===== config.mk =====
export PLATFORM = sky130hd
export DESIGN_NAME = quadrature_edge_speed_meter
export DESIGN_NICKNAME = d
export VERILOG_FILES = /design/src/rtl/qesm_pkg.sv /design/src/rtl/quadrature_edge_speed_meter.sv /design/src/rtl/qesm_divider.sv
export SDC_FILE = /design/constraint.sdc
export NUM_CORES = 1
export LEC_CHECK = 0
export ABC_AREA = 1
export BUFFER_PORTS_ARGS = -buffer_cell sky130_fd_sc_hd__buf_2
export CAP_MARGIN = 15
export CORE_AREA = 5 5 203 303
export DETAILED_ROUTE_END_ITERATION = 12
export DIE_AREA = 0 0 208 308
export PLACE_DENSITY = 0.53
export SYNTH_ARGS = -nofsm -noshare
export SYNTH_HDL_FRONTEND = slang
export SYNTH_SLANG_ARGS = --single-unit

===== constraint.sdc =====
create_clock -name clk -period 7.4 [get_ports clk]
set_clock_uncertainty 0.2 [all_clocks]
set_input_delay 0.37 -clock clk [delete_from_list [all_inputs] [get_ports clk]]
set_output_delay 0.37 -clock clk [all_outputs]
set_load 0.02 [all_outputs]

===== src/rtl/qesm_pkg.sv =====
// ----------------------------------------------------------------------------
// Quadrature edge speed meter package
// Shared widths, register indexes, word types and the sequencer states.
// ----------------------------------------------------------------------------
package qesm_pkg;

  // Width of the per-wheel signed edge counter.
  localparam int COUNT_BITS = 32;
  // Width of the stored edge stamps and of the measured period.
  localparam int STAMP_BITS = 17;

  localparam int GAIN_BITS    = 32;
  localparam int MODULUS_BITS = 17;
  localparam int CFG_IDX_BITS = 8;
  localparam int CFG_DATA_BITS = 32;

  localparam logic [MODULUS_BITS-1:0] MODULUS_RESET = MODULUS_BITS'(10000);

  // Divider: one quotient bit per step over the whole gain word.
  localparam int DIV_STEPS    = GAIN_BITS;
  localparam int DIV_CNT_BITS = $clog2(DIV_STEPS + 1);

  // Configuration register indexes.
  localparam logic [CFG_IDX_BITS-1:0] REG_SPEED_GAIN    = CFG_IDX_BITS'(0);
  localparam logic [CFG_IDX_BITS-1:0] REG_TIMER_MODULUS = CFG_IDX_BITS'(1);

  localparam logic signed [31:0] SPEED_MAX = 32'sh7FFF_FFFF;
  localparam logic signed [31:0] SPEED_MIN = 32'sh8000_0000;

  typedef struct packed {
    logic        wheel;
    logic        phase_a;
    logic        phase_b;
    logic [15:0] stamp_us;
  } in_word_t;

  typedef struct packed {
    logic               which_wheel;
    logic signed [31:0] position_count;
    logic               moving_forward;
    logic [16:0]        period_us;
    logic signed [31:0] angular_speed;
    logic               speed_saturated;
  } out_word_t;

  // Status returned by the divider to the sequencer.
  typedef struct packed {
    logic busy;
    logic done;
  } div_status_t;

  typedef enum logic [1:0] {
    ST_IDLE,
    ST_DIV,
    ST_OUT
  } state_t;

endpackage


===== src/rtl/quadrature_edge_speed_meter.sv =====
// ----------------------------------------------------------------------------
// Quadrature edge speed meter
// Two-wheel encoder edge counter with period-based signed speed.
// ----------------------------------------------------------------------------
// Each input word is one A-phase edge of one wheel: wheel id, A and B levels
// and a microsecond timestamp. Each accepted word yields exactly one output
// word with the updated signed edge count, the direction, the period since
// that wheel's previous edge and the speed, gain divided by period.
// Channels use valid/stall: a word moves on a clock edge with valid high and
// stall low. Configuration writes use cfg_valid/cfg_ready; cfg_ready is
// always high. Index 0 is speed_gain, index 1 is timer_modulus; other
// indexes are ignored. Write configuration only while the block is idle.
// One word is worked on at a time: a new word is accepted only after the last
// one has loaded the output register. The shared restoring divider produces
// one quotient bit per clock over the 32-bit gain. After the divider registers
// its last quotient bit and its done flag, the sequencer moves to ST_OUT and
// loads the output register from there once that register is free.
// While a word is being worked on, in_stall is high. If the receiver stalls,
// the finished word waits in the output register and the next input word is
// still accepted and computed; it waits before loading the output register.
// Synchronous reset clears the counts, the stored stamps, speed_gain to zero
// and timer_modulus to 10000.
module quadrature_edge_speed_meter (
  input  logic                                 clk,
  input  logic                                 rst_n,
  input  logic                                 in_valid,
  output logic                                 in_stall,
  input  qesm_pkg::in_word_t                   in_word,
  output logic                                 out_valid,
  input  logic                                 out_stall,
  output qesm_pkg::out_word_t                  out_word,
  input  logic                                 cfg_valid,
  output logic                                 cfg_ready,
  input  logic [qesm_pkg::CFG_IDX_BITS-1:0]    cfg_index,
  input  logic [qesm_pkg::CFG_DATA_BITS-1:0]   cfg_data
);
  import qesm_pkg::*;

  state_t state_r, state_nxt;

  // Configuration registers.
  logic [GAIN_BITS-1:0]    gain_r;
  logic [MODULUS_BITS-1:0] modulus_r;

  // Per-wheel state.
  logic [COUNT_BITS-1:0] edge_cnt_r [2];
  logic [STAMP_BITS-1:0] last_stamp_r [2];

  // The word in flight.
  logic                  wheel_r;
  logic                  fwd_r;
  logic [COUNT_BITS-1:0] count_r;
  logic [STAMP_BITS-1:0] period_r;

  out_word_t out_word_r, out_word_nxt;
  logic      out_valid_r, out_valid_nxt;

  logic                  in_accept;
  logic                  fwd;
  logic [COUNT_BITS-1:0] count_nxt;
  logic [STAMP_BITS-1:0] t0, t1, period_nxt;
  logic                  out_free;
  logic                  load_out;

  logic [GAIN_BITS-1:0] quotient;
  div_status_t          div_status;

  assign in_stall  = (state_r != ST_IDLE);
  assign in_accept = in_valid && !in_stall;
  assign cfg_ready = 1'b1;
  assign out_free  = !out_valid_r || !out_stall;

  // Left wheel counts up when A differs from B; the right wheel is mirrored.
  assign fwd = in_word.wheel ? (in_word.phase_a == in_word.phase_b)
                             : (in_word.phase_a != in_word.phase_b);

  assign count_nxt = fwd ? edge_cnt_r[in_word.wheel] + COUNT_BITS'(1)
                         : edge_cnt_r[in_word.wheel] - COUNT_BITS'(1);

  // Period on the wrapping timer; arithmetic wraps at the stamp width.
  assign t0 = last_stamp_r[in_word.wheel];
  assign t1 = STAMP_BITS'(in_word.stamp_us);
  assign period_nxt = (t1 < t0) ? (STAMP_BITS'(modulus_r) - t0 + t1) : (t1 - t0);

  qesm_divider u_div (
    .clk      (clk),
    .rst_n    (rst_n),
    .start    (in_accept),
    .dividend (gain_r),
    .divisor  (period_nxt),
    .quotient (quotient),
    .status   (div_status)
  );

  // Sequencer and output word assembly.
  always_comb begin
    state_nxt     = state_r;
    out_valid_nxt = out_valid_r;
    out_word_nxt  = out_word_r;
    load_out      = 1'b0;
    if (out_valid_r && !out_stall) begin
      out_valid_nxt = 1'b0;
    end
    case (state_r)
      ST_IDLE: begin
        if (in_accept) begin
          state_nxt = ST_DIV;
        end
      end
      ST_DIV: begin
        if (div_status.done) begin
          state_nxt = ST_OUT;
        end
      end
      ST_OUT: begin
        if (out_free) begin
          load_out  = 1'b1;
          state_nxt = ST_IDLE;
        end
      end
      default: begin
        state_nxt = ST_IDLE;
      end
    endcase

    if (load_out) begin
      out_valid_nxt               = 1'b1;
      out_word_nxt.which_wheel    = wheel_r;
      out_word_nxt.position_count = 32'(signed'(count_r));
      out_word_nxt.moving_forward = fwd_r;
      out_word_nxt.period_us      = 17'(period_r);
      if (period_r == '0) begin
        // A zero period pins the speed to full scale in the edge direction.
        out_word_nxt.angular_speed   = fwd_r ? SPEED_MAX : SPEED_MIN;
        out_word_nxt.speed_saturated = 1'b1;
      end else if (fwd_r) begin
        out_word_nxt.angular_speed   = quotient[31] ? SPEED_MAX : signed'(quotient);
        out_word_nxt.speed_saturated = quotient[31];
      end else if (quotient[31] && (|quotient[30:0])) begin
        out_word_nxt.angular_speed   = SPEED_MIN;
        out_word_nxt.speed_saturated = 1'b1;
      end else begin
        out_word_nxt.angular_speed   = signed'(32'(0) - quotient);
        out_word_nxt.speed_saturated = 1'b0;
      end
    end
  end

  always_ff @(posedge clk) begin
    out_word_r <= out_word_nxt;
    if (in_accept) begin
      wheel_r  <= in_word.wheel;
      fwd_r    <= fwd;
      count_r  <= count_nxt;
      period_r <= period_nxt;
    end
    if (!rst_n) begin
      state_r         <= ST_IDLE;
      out_valid_r     <= 1'b0;
      gain_r          <= '0;
      modulus_r       <= MODULUS_RESET;
      edge_cnt_r[0]   <= '0;
      edge_cnt_r[1]   <= '0;
      last_stamp_r[0] <= '0;
      last_stamp_r[1] <= '0;
    end else begin
      state_r     <= state_nxt;
      out_valid_r <= out_valid_nxt;
      if (cfg_valid && cfg_ready) begin
        if (cfg_index == REG_SPEED_GAIN) begin
          gain_r <= cfg_data[GAIN_BITS-1:0];
        end else if (cfg_index == REG_TIMER_MODULUS) begin
          modulus_r <= cfg_data[MODULUS_BITS-1:0];
        end
      end
      if (in_accept) begin
        edge_cnt_r[in_word.wheel]   <= count_nxt;
        last_stamp_r[in_word.wheel] <= t1;
      end
    end
  end

  assign out_valid = out_valid_r;
  assign out_word  = out_word_r;

  // The divider reports completion only for the word the sequencer waits on.
  a_done_in_div: assert property (@(posedge clk) disable iff (!rst_n)
    div_status.done |-> (state_r == ST_DIV))
    else $error("divider finished outside the divide state");

  // An accepted word always starts the divider.
  a_accept_starts_div: assert property (@(posedge clk) disable iff (!rst_n)
    in_accept |=> (div_status.busy && (state_r == ST_DIV)))
    else $error("accepted word did not start the divider");

  // A zero period must always be flagged as saturated.
  a_zero_period_sat: assert property (@(posedge clk) disable iff (!rst_n)
    (out_valid_r && (out_word_r.period_us == '0)) |-> out_word_r.speed_saturated)
    else $error("zero period without saturation flag");

  // Forward edges never give a negative speed.
  a_fwd_sign: assert property (@(posedge clk) disable iff (!rst_n)
    (out_valid_r && out_word_r.moving_forward) |-> !out_word_r.angular_speed[31])
    else $error("forward edge with negative speed");

  // The output register is only loaded when it is free.
  a_no_overwrite: assert property (@(posedge clk) disable iff (!rst_n)
    load_out |-> out_free)
    else $error("output word overwritten while stalled");

endmodule


===== src/rtl/qesm_divider.sv =====
// ----------------------------------------------------------------------------
// Quadrature edge speed meter divider
// Restoring radix-2 divider, one quotient bit per clock.
// ----------------------------------------------------------------------------
module qesm_divider (
  input  logic                                clk,
  input  logic                                rst_n,
  input  logic                                start,
  input  logic [qesm_pkg::GAIN_BITS-1:0]      dividend,
  input  logic [qesm_pkg::STAMP_BITS-1:0]     divisor,
  output logic [qesm_pkg::GAIN_BITS-1:0]      quotient,
  output qesm_pkg::div_status_t               status
);
  import qesm_pkg::*;

  logic [STAMP_BITS-1:0]   rem_r, rem_nxt;
  logic [GAIN_BITS-1:0]    quo_r, quo_nxt;
  logic [STAMP_BITS-1:0]   dvs_r, dvs_nxt;
  logic [DIV_CNT_BITS-1:0] cnt_r, cnt_nxt;
  logic                    busy_r, busy_nxt;
  logic                    done_r, done_nxt;
  logic [STAMP_BITS:0]     trial;
  logic [STAMP_BITS:0]     diff;

  // The dividend shifts out of the top of quo_r while quotient bits shift in.
  assign trial = {rem_r, quo_r[GAIN_BITS-1]};
  assign diff  = trial - {1'b0, dvs_r};

  always_comb begin
    rem_nxt  = rem_r;
    quo_nxt  = quo_r;
    dvs_nxt  = dvs_r;
    cnt_nxt  = cnt_r;
    busy_nxt = busy_r;
    done_nxt = 1'b0;
    if (start) begin
      rem_nxt  = '0;
      quo_nxt  = dividend;
      dvs_nxt  = divisor;
      cnt_nxt  = DIV_CNT_BITS'(DIV_STEPS);
      busy_nxt = 1'b1;
    end else if (busy_r) begin
      if (trial >= {1'b0, dvs_r}) begin
        rem_nxt = diff[STAMP_BITS-1:0];
        quo_nxt = {quo_r[GAIN_BITS-2:0], 1'b1};
      end else begin
        rem_nxt = trial[STAMP_BITS-1:0];
        quo_nxt = {quo_r[GAIN_BITS-2:0], 1'b0};
      end
      cnt_nxt = cnt_r - DIV_CNT_BITS'(1);
      if (cnt_r == DIV_CNT_BITS'(1)) begin
        busy_nxt = 1'b0;
        done_nxt = 1'b1;
      end
    end
  end

  always_ff @(posedge clk) begin
    rem_r <= rem_nxt;
    quo_r <= quo_nxt;
    dvs_r <= dvs_nxt;
    if (!rst_n) begin
      cnt_r  <= '0;
      busy_r <= 1'b0;
      done_r <= 1'b0;
    end else begin
      cnt_r  <= cnt_nxt;
      busy_r <= busy_nxt;
      done_r <= done_nxt;
    end
  end

  assign quotient    = quo_r;
  assign status.busy = busy_r;
  assign status.done = done_r;

endmodule


==> flow_metrics.tcl <==
set metrics [dict create \
    status "completed" \
    crit_fanout 39 \
    synth_edf_count 263 \
    synth_common_cells "nand2_1, inv_1, edfxtp_1, nor2_1, o21ai_0" \
    grt_antenna_before_repair 4 \
    cts_tree "built" \
    crit_family "buffers and inverters" \
    synthCells 2230 \
    grt_pass1_wl_mm 83.44 \
    routed_wl_mm 53.37 \
    syn_area_per_cell_sq_um 8.538 \
    drtAntennaViolNets 0 \
    start_util_pct 32.47 \
    synth_nets 2380 \
    maxCapViolCount 0 \
    final_util_pct 37.78 \
    yosys_warnings 0 \
    post_drt_wl_per_cell_microns 16.63 \
    dieArea_sq_mm 0.06406 \
    fin_nets 2550 \
    max_freq_mhz 245.0 \
    power_uw 5485 \
    cp_slowest_cell "buf_2" \
    die_h_microns 308 \
    min_to "last_stamp_r[0][3]$_SDFFCE_PN0P_" \
    drc 0 \
    cp-start-kind "primary input" \
    crit_path_end_kind "register" \
    ff2ff_path_depth 13 \
    grt_pass1_vias 15440 \
    crit_required_ns 7.49 \
    cts_sinks 340 \
    synth_area_leader_cell "edfxtp_1" \
    grt_overflow 0 \
    path_buf_inv 3 \
    fin_crit_ns 4.082 \
    power_density_mw_per_mm2 247.6 \
    r2r-end "u_div.dvs_r[0]$_DFFE_PP_" \
    multi_input_area_sq_mm 0.008025 \
    ys_seq_elements 340 \
    synthArstFlopShare_pct 0 \
    drt_iter0_drc 717 \
    hp-class "in -> reg" \
    synth_most_common_cell "nand2_1" \
    ir_drop_v 0.0001282 \
    synth_cell_types 51 \
    synthesis.area_sq_mm 0.01904 \
    num_vias 15240 \
    hpwl_mm 40.13 \
    finalSetupTns_ns 0 \
    ys_seq_area_share_pct 49.57 \
    clk_pin_slew_ns 0.06 \
    grt_max_degree 81 \
    finalCritPeriodShare_pct 55.16 \
    clk_latency_ns 0.56 \
    hp-start "in_word[3]" \
    max_stage_delay_ns 0.50 \
    synth.top_cell.area_share_pct 41.48 \
    fp.dieW_microns 208 \
    timing.hold.ws_ns 0.03910 \
    cts_made_buffers 36 \
    cp_data_arrival_time_ns 4.17 \
    regArea_sq_mm 0.009439 \
    synth_ff_type "edfxtp_1" \
    drive_gt1_share_pct 12.31 \
    gp_congestion 0.9226 \
    portBuffers 149 \
    dr.pass1.iters 5 \
    grt_util_all_layers_pct 16.21 \
    path_class "in -> reg" \
    clock_tree.root_cell "clkbuf_16" \
    rows 109 \
    final-hold-violation-count 0 \
    n_fill_cell 6040 \
    fp.coreArea_sq_mm 0.05864 \
    worstPathCellList "buf_2, inv_4, or2_2, o21ai_0, ha_1, a21oi_1, nand2_1, a21oi_1, o21ai_0, nand3_1, nand4_1, nand2_1, nand2_1, inv_1, o21ai_0" \
    htree_levels 2 \
    rr_startpoint "last_stamp_r[1][2]$_SDFFCE_PN0P_" \
    pin_count 151 \
    clock_path_buffers 3 \
    r2r_slack_ns 3.77 \
    syn_to_final_growth_pct 16.36 \
    min_path_cells 3 \
    finalSetupViolCount 0 \
    power_leakage_uw 0.009884 \
    tightest_slew_ns 0.8477 \
    synth_area_leaders "edfxtp_1, nand2_1, dfxtp_1" \
    drv_slew 0 \
    rsz0062_at_grt "false" \
    viasPerCell 4.749 \
    slew_headroom_pct 43.35 \
]
-- power breakdown --
group | total [uW] | internal (uW) | switching (uW)
combinational | 1300 | 434 | 869
clock | 1840 | 1060 | 779
sequential | 2350 | 2260 | 89.9
-- cells by family (layout without fill, tap and decap cells) --
group	after synthesis	in the layout	share of synthesized area, %
adders and majority gates	86	86	6.361
xor gates and xnor gates	76	76	3.496
buffers and inverters	409	607	8.405
AOI/OAI and AO/OA	347	347	10.43
and+or+nand+nor	969	969	21.61
other	1	5	0.01969
muxes	2	2	0.1051
DFF	340	340	49.57
-- flip-flops by register name, indices dropped and copies added (netlist names) --
signal	cells
u_div.busy_r	1
u_div.quotient	32
count_r	32
out_word	84
gain_r	32
out_valid	1
edge_cnt_r	64
u_div.cnt_r	6
state_r	2
fwd_r	1
u_div.done_r	1
modulus_r	17
u_div.dvs_r	17
last_stamp_r	32
u_div.rem_r	17
wheel_r	1
-- cell usage in the layout (no fill, tap or decap), types with 4 or more instances in the layout --
master	synthesis	routed
a211oi_1	13	13
a21boi_0	5	5
a21o_1	8	8
a21oi_1	90	90
a31oi_1	8	8
a41oi_1	6	6
buf_2	5	149
buf_4	5	15
bufinv_16	0	4
clkbuf_1	53	4
clkbuf_16	0	36
clkinv_1	0	8
clkinv_2	0	6
dfxtp_1	77	77
diode_2	0	4
dlygate4sd3_1	0	37
edfxtp_1	263	263
fa_1	18	18
ha_1	68	68
inv_1	324	323
inv_2	14	14
nand2_1	495	493
nand2_2	15	17
nand3_1	90	90
nand3_2	8	8
nand3b_1	5	5
nand4_1	19	19
nor2_1	240	238
nor2_2	9	10
nor3_1	34	34
nor4_1	29	29
o211ai_1	21	21
o21ai_0	152	152
o21ai_1	13	13
o21ai_2	5	5
o21bai_1	9	9
o22ai_1	8	8
or2_2	18	18
xnor2_1	22	22
xor2_1	54	54
-- area by class of cell --
cell class                 count  share of cell area, %
multi-input combinational   1481                  36.22
inverter                     339                  5.766
timing repair buffer         202                  5.613
tap                          777                  4.388
clock inverter                25                  1.169
sequential                   340                  42.60
antenna                        4                0.04518
clock buffer                  41                  4.196
-- worst max path at each step --
stage                                 start                         to  depth (start not counted)
floorplan           state_r[1]$_SDFFE_PN0P_  out_word[0]$_SDFFCE_PP1P_                          4
global placement                in_word[18]   u_div.dvs_r[0]$_DFFE_PP_                         15
detailed placement              in_word[18]   u_div.dvs_r[0]$_DFFE_PP_                         15
CTS                             in_word[18]   u_div.dvs_r[0]$_DFFE_PP_                         15
global route                    in_word[18]   u_div.dvs_r[9]$_DFFE_PP_                         16
finish                          in_word[18]   u_div.dvs_r[0]$_DFFE_PP_                         15
-- per-layer routing --
layer  GRT usage (%)  share of wire [%]  vias up
met5               0                  0        -
met4           6.679                4.2        0
met3           2.656                3.9      102
met2           31.82                 54      346
met1           16.97                 38     7085
li1                -                  -     7706
-- stage by stage --
stage	worst slack (ns)	cell area, sq um	cells
finish	3.318	22160	3209
global route	2.920	22150	3207
CTS	3.290	22130	3204
detailed placement	2.700	20570	3101
global placement	2.854	20570	3101
floorplan	2.621	19040	2230
-- tightest hold or removal path, delay by kind of cell --
| kind | cells | cell delay [ns] |
|---|---|---|
| and+or+nand+nor | 1 | 0.10 |
| buffers and inverters | 2 | 0.20 |
-- repair_timing --
| action | 4_1_cts | 5_1_grt |
|---|---|---|
| hold endpoints to repair | 57 | 0 |
| gates resized for setup | 0 | 0 |
| hold buffers | 37 | 0 |
| buffers inserted | 0 | 0 |
No activity file was read; power rests on OpenSTA's default activity.
